--- config.mk ---
export PLATFORM = sky130hd
export DESIGN_NAME = ordered_key_value_table_unit
export DESIGN_NICKNAME = d
export VERILOG_FILES = /design/src/oktv_pkg.sv /design/src/ordered_key_value_table_unit.sv
export SDC_FILE = /design/constraint.sdc
export NUM_CORES = 2
export LEC_CHECK = 0
export BUFFER_PORTS_ARGS = -buffer_cell sky130_fd_sc_hd__clkbuf_2
export CAP_MARGIN = 25
export CORE_MARGIN = 2
export CORE_UTILIZATION = 45
export DETAILED_ROUTE_END_ITERATION = 12
export PLACE_DENSITY = 0.69
export SETUP_SLACK_MARGIN = 0.05
export SLEW_MARGIN = 20
export SYNTH_ARGS = -nofsm -noshare
export SYNTH_HDL_FRONTEND = slang
export SYNTH_SLANG_ARGS = --single-unit
--- constraint.sdc ---
create_clock -name clk_i -period 22.6 [get_ports clk_i]
set_input_delay 3.39 -clock clk_i [delete_from_list [all_inputs] [get_ports clk_i]]
set_output_delay 3.39 -clock clk_i [all_outputs]
set_load 0.005 [all_outputs]
--- src/oktv_pkg.sv ---
// ----------------------------------------------------------------------------
// Ordered key-value table package
// Opcodes, status codes and sequencer states shared by the table and checker.
// ----------------------------------------------------------------------------
package oktv_pkg;

  localparam logic [2:0] OP_READ   = 3'd0;
  localparam logic [2:0] OP_ACCESS = 3'd1;
  localparam logic [2:0] OP_WRITE  = 3'd2;
  localparam logic [2:0] OP_REMOVE = 3'd3;
  localparam logic [2:0] OP_CLEAR  = 3'd4;

  localparam logic [1:0] STAT_OK      = 2'd0;
  localparam logic [1:0] STAT_EMPTY   = 2'd1;
  localparam logic [1:0] STAT_MISSING = 2'd2;
  localparam logic [1:0] STAT_FULL    = 2'd3;

  localparam int unsigned FIELD_W = 32;
  localparam int unsigned TOTAL_W = 7;

  typedef enum logic [3:0] {
    S_IDLE   = 4'b0001,
    S_SEARCH = 4'b0010,
    S_SHIFT  = 4'b0100,
    S_DONE   = 4'b1000
  } state_e;

endpackage

--- src/ordered_key_value_table_unit.sv ---
// ----------------------------------------------------------------------------
// Ordered key-value table
// Packed insertion-ordered table in one single-port-read memory, searched
// linearly and compacted on remove by a small sequencer.
//
//   channel  dir  tdata                          tuser
//   s_axis   in   [31:0] key, [63:32] value      [2:0] opcode
//   m_axis   out  [31:0] read_value,             [0] found, [2:1] status
//                 [38:32] entry_total
//
// A lookup reads the N live entries in order until a hit, then registers the result.
// A remove that hits index i then moves the entries above it down by one.
// Clear, and remove on an empty table, go straight to the result without a search.
// Reset clears the entry count and control state; the memory is not swept.
// An input is taken only while idle; a stalled result holds in the output
// register while the next request already runs.
// ----------------------------------------------------------------------------
module ordered_key_value_table_unit #(
  parameter int unsigned CAPACITY    = 64,
  parameter int unsigned KEY_WIDTH   = 32,
  parameter int unsigned VALUE_WIDTH = 32
) (
  input  logic        clk_i,
  input  logic        rst_ni,
  input  logic        s_axis_tvalid_i,
  output logic        s_axis_tready_o,
  input  logic [63:0] s_axis_tdata_i,   // key[31:0], value[63:32]
  input  logic [2:0]  s_axis_tuser_i,   // opcode[2:0]
  output logic        m_axis_tvalid_o,
  input  logic        m_axis_tready_i,
  output logic [39:0] m_axis_tdata_o,   // read_value[31:0], entry_total[38:32], zero[39]
  output logic [2:0]  m_axis_tuser_o    // found[0], status[2:1]
);
  import oktv_pkg::*;

  localparam int unsigned KEY_BITS = (KEY_WIDTH < FIELD_W) ? KEY_WIDTH : FIELD_W;
  localparam int unsigned VAL_BITS = (VALUE_WIDTH < FIELD_W) ? VALUE_WIDTH : FIELD_W;
  localparam int unsigned ENT_W    = KEY_BITS + VAL_BITS;
  localparam int unsigned IDX_W    = $clog2(CAPACITY);
  localparam int unsigned CNT_W    = $clog2(CAPACITY + 1);

  logic [ENT_W-1:0] mem_q [CAPACITY];
  logic [ENT_W-1:0] rd_q;
  logic             we;
  logic [IDX_W-1:0] wa;
  logic [ENT_W-1:0] wd;

  state_e              state_q, state_d;
  logic [2:0]          op_q, op_d;
  logic [KEY_BITS-1:0] key_q, key_d;
  logic [VAL_BITS-1:0] value_q, value_d;
  logic [CNT_W-1:0]    count_q, count_d;
  logic [CNT_W-1:0]    addr_q, addr_d;
  logic                cmp_v_q, cmp_v_d;
  logic [IDX_W-1:0]    cmp_idx_q, cmp_idx_d;
  logic [IDX_W-1:0]    dst_q, dst_d;
  logic                sv_q, sv_d;
  logic [VAL_BITS-1:0] rv_q, rv_d;
  logic                found_q, found_d;
  logic [1:0]          status_q, status_d;

  logic                mv_q, mv_d;
  logic [VAL_BITS-1:0] out_rv_q, out_rv_d;
  logic                out_found_q, out_found_d;
  logic [1:0]          out_status_q, out_status_d;
  logic [TOTAL_W-1:0]  out_total_q, out_total_d;

  logic hit;

  assign s_axis_tready_o = (state_q == S_IDLE);
  assign m_axis_tvalid_o = mv_q;
  assign m_axis_tdata_o  = {1'b0, out_total_q, FIELD_W'(out_rv_q)};
  assign m_axis_tuser_o  = {out_status_q, out_found_q};

  assign hit = cmp_v_q && (rd_q[ENT_W-1:VAL_BITS] == key_q);

  always_comb begin
    state_d      = state_q;
    op_d         = op_q;
    key_d        = key_q;
    value_d      = value_q;
    count_d      = count_q;
    addr_d       = addr_q;
    cmp_v_d      = cmp_v_q;
    cmp_idx_d    = cmp_idx_q;
    dst_d        = dst_q;
    sv_d         = sv_q;
    rv_d         = rv_q;
    found_d      = found_q;
    status_d     = status_q;
    we           = 1'b0;
    wa           = cmp_idx_q;
    wd           = {key_q, value_q};
    mv_d         = mv_q && !m_axis_tready_i;
    out_rv_d     = out_rv_q;
    out_found_d  = out_found_q;
    out_status_d = out_status_q;
    out_total_d  = out_total_q;
    case (state_q)
      S_IDLE: begin
        if (s_axis_tvalid_i) begin
          op_d      = s_axis_tuser_i;
          key_d     = s_axis_tdata_i[KEY_BITS-1:0];
          value_d   = s_axis_tdata_i[FIELD_W+VAL_BITS-1:FIELD_W];
          rv_d      = '0;
          found_d   = 1'b0;
          status_d  = STAT_OK;
          addr_d    = '0;
          cmp_v_d   = 1'b0;
          if (s_axis_tuser_i == OP_CLEAR) begin
            if (count_q == '0) begin
              status_d = STAT_EMPTY;
            end else begin
              count_d = '0;
            end
            state_d = S_DONE;
          end else if ((s_axis_tuser_i == OP_REMOVE) && (count_q == '0)) begin
            status_d = STAT_EMPTY;
            state_d  = S_DONE;
          end else begin
            state_d = S_SEARCH;
          end
        end
      end
      S_SEARCH: begin
        if (hit) begin
          rv_d    = rd_q[VAL_BITS-1:0];
          found_d = 1'b1;
          cmp_v_d = 1'b0;
          case (op_q)
            OP_WRITE: begin
              we      = 1'b1;
              wa      = cmp_idx_q;
              wd      = {key_q, value_q};
              state_d = S_DONE;
            end
            OP_REMOVE: begin
              dst_d   = cmp_idx_q;
              addr_d  = CNT_W'(cmp_idx_q) + CNT_W'(1);
              sv_d    = 1'b0;
              state_d = S_SHIFT;
            end
            default: begin
              state_d = S_DONE;
            end
          endcase
        end else if (addr_q < count_q) begin
          addr_d    = addr_q + CNT_W'(1);
          cmp_v_d   = 1'b1;
          cmp_idx_d = addr_q[IDX_W-1:0];
        end else begin
          cmp_v_d = 1'b0;
          case (op_q)
            OP_ACCESS, OP_WRITE: begin
              if (count_q >= CNT_W'(CAPACITY)) begin
                status_d = STAT_FULL;
              end else begin
                we      = 1'b1;
                wa      = count_q[IDX_W-1:0];
                wd      = {key_q, (op_q == OP_WRITE) ? value_q : {VAL_BITS{1'b0}}};
                count_d = count_q + CNT_W'(1);
              end
            end
            OP_REMOVE: begin
              status_d = STAT_MISSING;
            end
            default: begin
            end
          endcase
          state_d = S_DONE;
        end
      end
      S_SHIFT: begin
        if (sv_q) begin
          we    = 1'b1;
          wa    = dst_q;
          wd    = rd_q;
          dst_d = dst_q + IDX_W'(1);
        end
        if (addr_q < count_q) begin
          addr_d = addr_q + CNT_W'(1);
          sv_d   = 1'b1;
        end else begin
          sv_d = 1'b0;
          if (!sv_q) begin
            count_d = count_q - CNT_W'(1);
            state_d = S_DONE;
          end
        end
      end
      S_DONE: begin
        if (!mv_q || m_axis_tready_i) begin
          mv_d         = 1'b1;
          out_rv_d     = rv_q;
          out_found_d  = found_q;
          out_status_d = status_q;
          out_total_d  = TOTAL_W'(count_q);
          state_d      = S_IDLE;
        end
      end
      default: begin
        state_d = S_IDLE;
      end
    endcase
  end

  always_ff @(posedge clk_i or negedge rst_ni) begin
    if (!rst_ni) begin
      state_q <= S_IDLE;
      count_q <= '0;
      addr_q  <= '0;
      cmp_v_q <= 1'b0;
      sv_q    <= 1'b0;
      mv_q    <= 1'b0;
    end else begin
      state_q <= state_d;
      count_q <= count_d;
      addr_q  <= addr_d;
      cmp_v_q <= cmp_v_d;
      sv_q    <= sv_d;
      mv_q    <= mv_d;
    end
  end

  always_ff @(posedge clk_i) begin
    op_q         <= op_d;
    key_q        <= key_d;
    value_q      <= value_d;
    cmp_idx_q    <= cmp_idx_d;
    dst_q        <= dst_d;
    rv_q         <= rv_d;
    found_q      <= found_d;
    status_q     <= status_d;
    out_rv_q     <= out_rv_d;
    out_found_q  <= out_found_d;
    out_status_q <= out_status_d;
    out_total_q  <= out_total_d;
  end

  always_ff @(posedge clk_i) begin
    if (we) begin
      mem_q[wa] <= wd;
    end
    rd_q <= mem_q[addr_q[IDX_W-1:0]];
  end

endmodule

Yosys cells after proc, flatten, opt, wreduce, memory -nomap -nowiden
Memories as Yosys holds them, arrays and structs flattened. A register that Yosys moved wholly into a read port is not among the register bits.
Index checks and enable logic that the tools add are counted.
{"block": "op_classes", "add_sub_neg": 5, "order_cmp": 2, "n_eq_ne": 27, "mux": 74, "n_bitwise": 1, "reduce_logical": 22}
{"op": "two-way mux 32 bit", "count": 7}
{"op": "one-hot mux 64 bit (2 select lines)", "count": 1}
{"op": "two-way mux 7 bit", "count": 13}
{"op": "two-way mux 64 bit", "count": 1}
{"op": "one-hot mux 32 bit (2 select lines)", "count": 1}
{"op": "two-way mux 6 bit", "count": 8}
{"op": "one-hot mux 7 bit (3 select lines)", "count": 2}
{"op": "two-way mux 4 bit", "count": 9}
{"op": "equality test 32 bit", "count": 1}
{"op": "one-hot mux 6 bit (2 select lines)", "count": 2}
{"op": "inequality test 2 bit, second input constant", "count": 11}
{"op": "two-way mux 1 bit", "count": 18}
{"op": "one-hot mux 4 bit (4 select lines)", "count": 1}
{"op": "adder 7 x 1 -> 7 bit, second input constant", "count": 2}
{"op": "AND reduction 3 bit", "count": 4}
{"op": "two-way mux 2 bit", "count": 5}
{"op": "AND reduction 10 bit", "count": 1}
{"op": "equality test 3 x 2 -> 1 bit, second input constant", "count": 3}
{"op": "one-hot mux 1 bit (2 select lines)", "count": 4}
{"op": "one-hot mux 2 bit (2 select lines)", "count": 2}
{"op": "adder 6 x 1 -> 7 bit, second input constant", "count": 1}
{"op": ">= comparator 7 bit, second input constant", "count": 1}
{"op": "logical NOT 7 bit", "count": 1}
{"op": "< comparator 7 bit", "count": 1}
{"op": "other kinds (22)", "count": 31}
{"block": "word_totals", "regBits": 177, "mem_bits_rw": 4096, "in_bits": 71, "out_inout_bits": 45, "mem_count": 1}
{"name": "mem_q", "depth": 64, "width": 64, "rd": 1, "rd_ports_with_merged_regs": 1, "write_ports": 1, "line_no": "ordered_key_value_table_unit.sv:42", "source": "logic [ENT_W-1:0] mem_q [CAPACITY];"}

Logic depth before layout (Yosys ltp)
{"block": "depth", "word_depth": 8, "depth_mapped": 13, "ltp_nobuf": 11}

Worst setup path after synthesis
Ideal clock, no wire load.
{"block": "synth_path", "path_type": "register to register", "start": "reg count_q[4]", "end": "mem mem_q[17][0] in the netlist's numbering (enable)", "setup_time_ns": 0.565, "arrival_time_ns": 7.006, "required_ns": 22.035, "setup_slack_ns": 15.029, "stages_incl_launch_ff": 11, "n_path_buf": 0, "synth_period_minus_slack_ns": 7.571, "cell_sequence": "dfrtp_1 > inv_1 > ha_1 > a21o_1 > a221o_1 > a41o_1 > and2_0 > and3_4 > nor4_1 > nand3_1 > nor3_1"}
{"block": "synth_between", "elab_chain_cells": 8, "word_cells_on_any_way": 14, "classes_between": "2 x order compare; 12 x mux"}
{"item": "start, declared", "line_no": "ordered_key_value_table_unit.sv:52", "source": "logic [CNT_W-1:0] count_q, count_d;"}
{"item": "start signal, assigned", "line_no": "ordered_key_value_table_unit.sv:217", "source": "count_q <= count_d;"}
{"item": ">= comparator 7 bit", "line_no": "ordered_key_value_table_unit.sv:155", "source": "if (count_q >= CNT_W'(CAPACITY)) begin"}
{"item": "two-way mux 1 bit", "line_no": "ordered_key_value_table_unit.sv:155"}
{"item": "two-way mux 1 bit", "line_no": "ordered_key_value_table_unit.sv:153", "source": "case (op_q)"}
{"item": "two-way mux 1 bit", "line_no": "ordered_key_value_table_unit.sv:147", "source": "end else if (addr_q < count_q) begin"}
{"item": "two-way mux 1 bit", "line_no": "ordered_key_value_table_unit.sv:126", "source": "if (hit) begin"}
{"item": "one-hot mux 1 bit (2 select lines)", "line_no": "ordered_key_value_table_unit.sv:99", "source": "case (state_q)"}
{"item": "two-way mux 1 bit", "line_no": "ordered_key_value_table_unit.sv:241", "source": "if (we) begin"}
{"item": "two-way mux 1 bit (implied by the code)", "line_no": "ordered_key_value_table_unit.sv:242", "source": "mem_q[wa] <= wd;"}
{"item": "end, declared", "line_no": "ordered_key_value_table_unit.sv:42"}
Several ways; a longest one is shown, not always the timed one.

Final worst setup path
{"block": "layout_path", "start": "reg state_q[3]", "end": "mem mem_q[42][23] in the netlist's numbering (enable)"}
{"block": "layout_between", "elab_chain_cells": 4, "word_cells_on_any_way": 6, "classes_between": "2 x eq/ne; 4 x mux"}
{"item": "start, declared", "line_no": "ordered_key_value_table_unit.sv:48", "source": "state_e state_q, state_d;"}
{"item": "start signal, assigned", "line_no": "ordered_key_value_table_unit.sv:216", "source": "state_q <= state_d;"}
{"item": "equality test 4 x 3 -> 1 bit / equality test 4 x 2 -> 1 bit (equally long branches)", "line_no": "ordered_key_value_table_unit.sv:99"}
{"item": "one-hot mux 1 bit (2 select lines)", "line_no": "ordered_key_value_table_unit.sv:99"}
{"item": "two-way mux 1 bit", "line_no": "ordered_key_value_table_unit.sv:241"}
{"item": "two-way mux 1 bit (implied by the code)", "line_no": "ordered_key_value_table_unit.sv:242"}
Several ways; a longest one is shown, not always the timed one.

==> flow_metrics.tcl <==
set metrics [dict create \
    globalRouteTotalUtil 0.230 \
    worst_slew_margin_rel 0.155 \
    vdd_drop_max_mv 0.0762 \
    clock.fmax_mhz 134 \
    hold_viol 0 \
    post_route_clock_period_utilization 0.330 \
    post_synth_main_area_contributors "sky130_fd_sc_hd__edfxtp_1, sky130_fd_sc_hd__mux4_2, sky130_fd_sc_hd__dfxtp_1" \
    crit_buf_inv 4 \
    routed_via_density 6.30 \
    cts_resized 0 \
    dp_hpwl_um 224000 \
    clk_latency_ns 1.03 \
    post_synth.cell_area_avg_um2 25.0 \
    stdcell_count 12200 \
    totalNegativeSetupSlack_ns 0 \
    crit_chain "or4b_1 -> inv_1 -> and2_4 -> buf_4 -> mux2_1 -> nor4_1 -> a311o_1 -> or3b_1 -> nand2b_1 -> nor2_4 -> buf_4 -> buf_4" \
    vias 76900 \
    ys_top_cells_by_count "sky130_fd_sc_hd__edfxtp_1, sky130_fd_sc_hd__mux4_2, sky130_fd_sc_hd__clkbuf_1" \
    setup_violations 0 \
    path_clk_slew_ns 0.06 \
    fin_ws_ns 15.15 \
    post_synthesis_instance_area_um2 164000 \
    timing.critical_path.to_type "flop" \
    totalWireLength_um 430000 \
    ant_nets 0 \
    initial_core_utilization 0.453 \
    drive_above_1_share 0.324 \
    antenna_found_initial 22 \
    grt_max_degree 147 \
    async_reset_ff_frac 0.00484 \
    critPathMaxFanout 34 \
    route.top_layer_used "met5" \
    worst_clock_skew_ns 0.105 \
    static-leakage-power_uw 0.0557 \
    synth_fp_nets 6660 \
    globalRoute.totalOverflow 0 \
    gp_congestion 0.880 \
    postSynth.topFlopCell "sky130_fd_sc_hd__edfxtp_1" \
    post_drt_wl_per_cell_um 35.2 \
    report.power.total_uw 17200 \
    timing.final.max_slew_violations 0 \
    cts_buffer_depth 4 \
    dpl_worst_slack_ns 15.34 \
    wl_met3_um 42700 \
    area_delta_synth_final_pct 13.1 \
    wire_length_of_the_first_global_routing_pass_um 601000 \
    data_arrival_time_of_the_worst_path_ns 8.02 \
    die_h_um 608 \
    cts.sinks 4337 \
    synth-seq-cells 4337 \
    first_global_vias 76600 \
    dr.pass1.iters 6 \
    yosys.cell_types.count 74 \
    drc_errors 0 \
    floorplan.core_area_um2 363000 \
    max_cap_violations 0 \
    outcome "complete, no violations" \
    core.rowCount 221 \
    cts_h_tree_depth 5 \
    fin_crit_ns 7.45 \
    yosysWarnings 0 \
    rsz_0062_raised_after_global_routing "no" \
    boundaryPins 116 \
    crit_path_largest_cell_delay_ns 0.93 \
    floorplan.die_area_um2 370000 \
    path_class "flop to flop" \
    cts_buffers 417 \
    power_density_nw_per_um2 92.7 \
    synth.top_cell.area_share 0.777 \
    tritoncts "built" \
    detailroute.wirelength.met2_um 210000 \
    synthMostInstantiatedCell "sky130_fd_sc_hd__edfxtp_1" \
    die_w_um 608 \
    holdCritPathClass "flop to flop" \
    yosysSeqAreaShare 0.788 \
    drt_iter0_drc 11900 \
    m1_wire_length_um 161000 \
    crit_path_top_delay_cell "sky130_fd_sc_hd__nor2_4" \
    timing.critical_path.max_delay_family "simple AND/OR/NAND/NOR gates" \
    syn_inst 6574 \
    max_slew.worst_pin.slew_ns 1.27 \
    design_area_um2 186000 \
    post-synth-top-area-cell "sky130_fd_sc_hd__edfxtp_1" \
    final_net_count 7137 \
    timing.critical_path.mode_cell "sky130_fd_sc_hd__buf_4" \
    placedInstanceArea_um2 172000 \
    cts.hold.buffers_added 0 \
    synth_enable_flop_cells 4252 \
    crit_path_start_kind "flop" \
    cts.repair_timing.setup_buffer_count 0 \
    cts.root.buffer_cell "sky130_fd_sc_hd__clkbuf_16" \
    dp.cells 11400 \
    port_buffers 114 \
    required_ns 23.17 \
]
[metrics by stage]
step | hold WS, ns | utilization
final | 0.417 | 0.512
after global routing | 0.422 | 0.512
after CTS | 0.420 | 0.511
after detailed placement | 0.405 | 0.475
after global placement | 0.404 | 0.474
after floorplan | 0.400 | -
[layer usage]
metal,vias to the layer above,global-route usage
li1,29600,-
met1,41800,0.319
met2,4762,0.372
met3,766,0.0378
met4,6,0.0835
met5,-,0
[registers in the layout (all words and copies together), names as in the netlist, 2 cells and up]
register / count
addr_q: 7
cmp_idx_q: 6
count_q: 7
dst_q: 6
key_q: 32
mem_q: 4096
op_q: 3
out_rv_q: 32
out_status_q: 2
out_total_q: 7
rd_q: 64
rv_q: 32
state_q: 4
status_q: 2
value_q: 32
[area by class of cell]
class                           instances  area, um2
Sequential cell                      4337     130000
Inverter                               16       65.1
Clock buffer                          540      11100
Tap cell                             4794       6000
Clock inverter                        220       2070
Timing Repair Buffer                  393       3130
Multi-Input combinational cell       1886      34000
Antenna cell                           33       82.6
Fill cell                           27200     177000
[cells in the final DEF (no fill, tap or decap), drive strengths merged, types with 20 or more instances in the layout]
cell type and n:
and2 36, nor2 75, xnor2 28, clkbuf 654
o21ai 35, mux4 1344, dfxtp 64, edfxtp 4252
clkinv 169, nand2 146, inv 31, a22o 34
diode 33, buf 279, dfrtp 20, bufinv 29
nor3 21
[power by group]
group / switching (uW) / total [uW] / internal, uW
sequential: 54.4 / 9330 / 9280
clock: 2960 / 6760 / 3800
combinational: 784 / 1150 / 366
[kinds of logic after synthesis]
logic type | Yosys count | synth area share
XOR/XNOR | 44 | 0.00248
flip-flops | 4337 | 0.788
AO/OA/AOI/OAI | 119 | 0.00505
adder cells (fa/ha/maj) | 15 | 0.00119
other | 1 | 0.0000228
buffers and inverters | 351 | 0.00820
AND/OR/NAND/NOR | 356 | 0.0104
multiplexers | 1351 | 0.185
[worst reg2reg max path, stage by stage, from the launching register on]
cell                       delay [ns]
sky130_fd_sc_hd__dfrtp_1         0.40
sky130_fd_sc_hd__or4b_1          0.79
sky130_fd_sc_hd__inv_1           0.55
sky130_fd_sc_hd__and2_4          0.23
sky130_fd_sc_hd__buf_4           0.66
sky130_fd_sc_hd__mux2_1          0.44
sky130_fd_sc_hd__nor4_1          0.29
sky130_fd_sc_hd__a311o_1         0.27
sky130_fd_sc_hd__or3b_1          0.53
sky130_fd_sc_hd__nand2b_1        0.49
sky130_fd_sc_hd__nor2_4          0.93
sky130_fd_sc_hd__buf_4           0.59
sky130_fd_sc_hd__buf_4           0.77
[worst paths after layout]
path | start | to | slack [ns] | cells after the start
setup / recovery | state_q[3] | mem_q[42][23] | 15.15 | 12
hold / removal | rv_q[15] | out_rv_q[15] | 0.42 | 0
setup reg to reg | state_q[3] | mem_q[42][23] | 15.15 | 12
hold reg to reg | rv_q[15] | out_rv_q[15] | 0.42 | 0
max in group asynchronous | rst_ni | addr_q[0] | 19.65 | 1
min in group asynchronous | rst_ni | m_axis_tvalid_o | 2.40 | 1
Note: power is estimated with default switching activity, not from simulation.
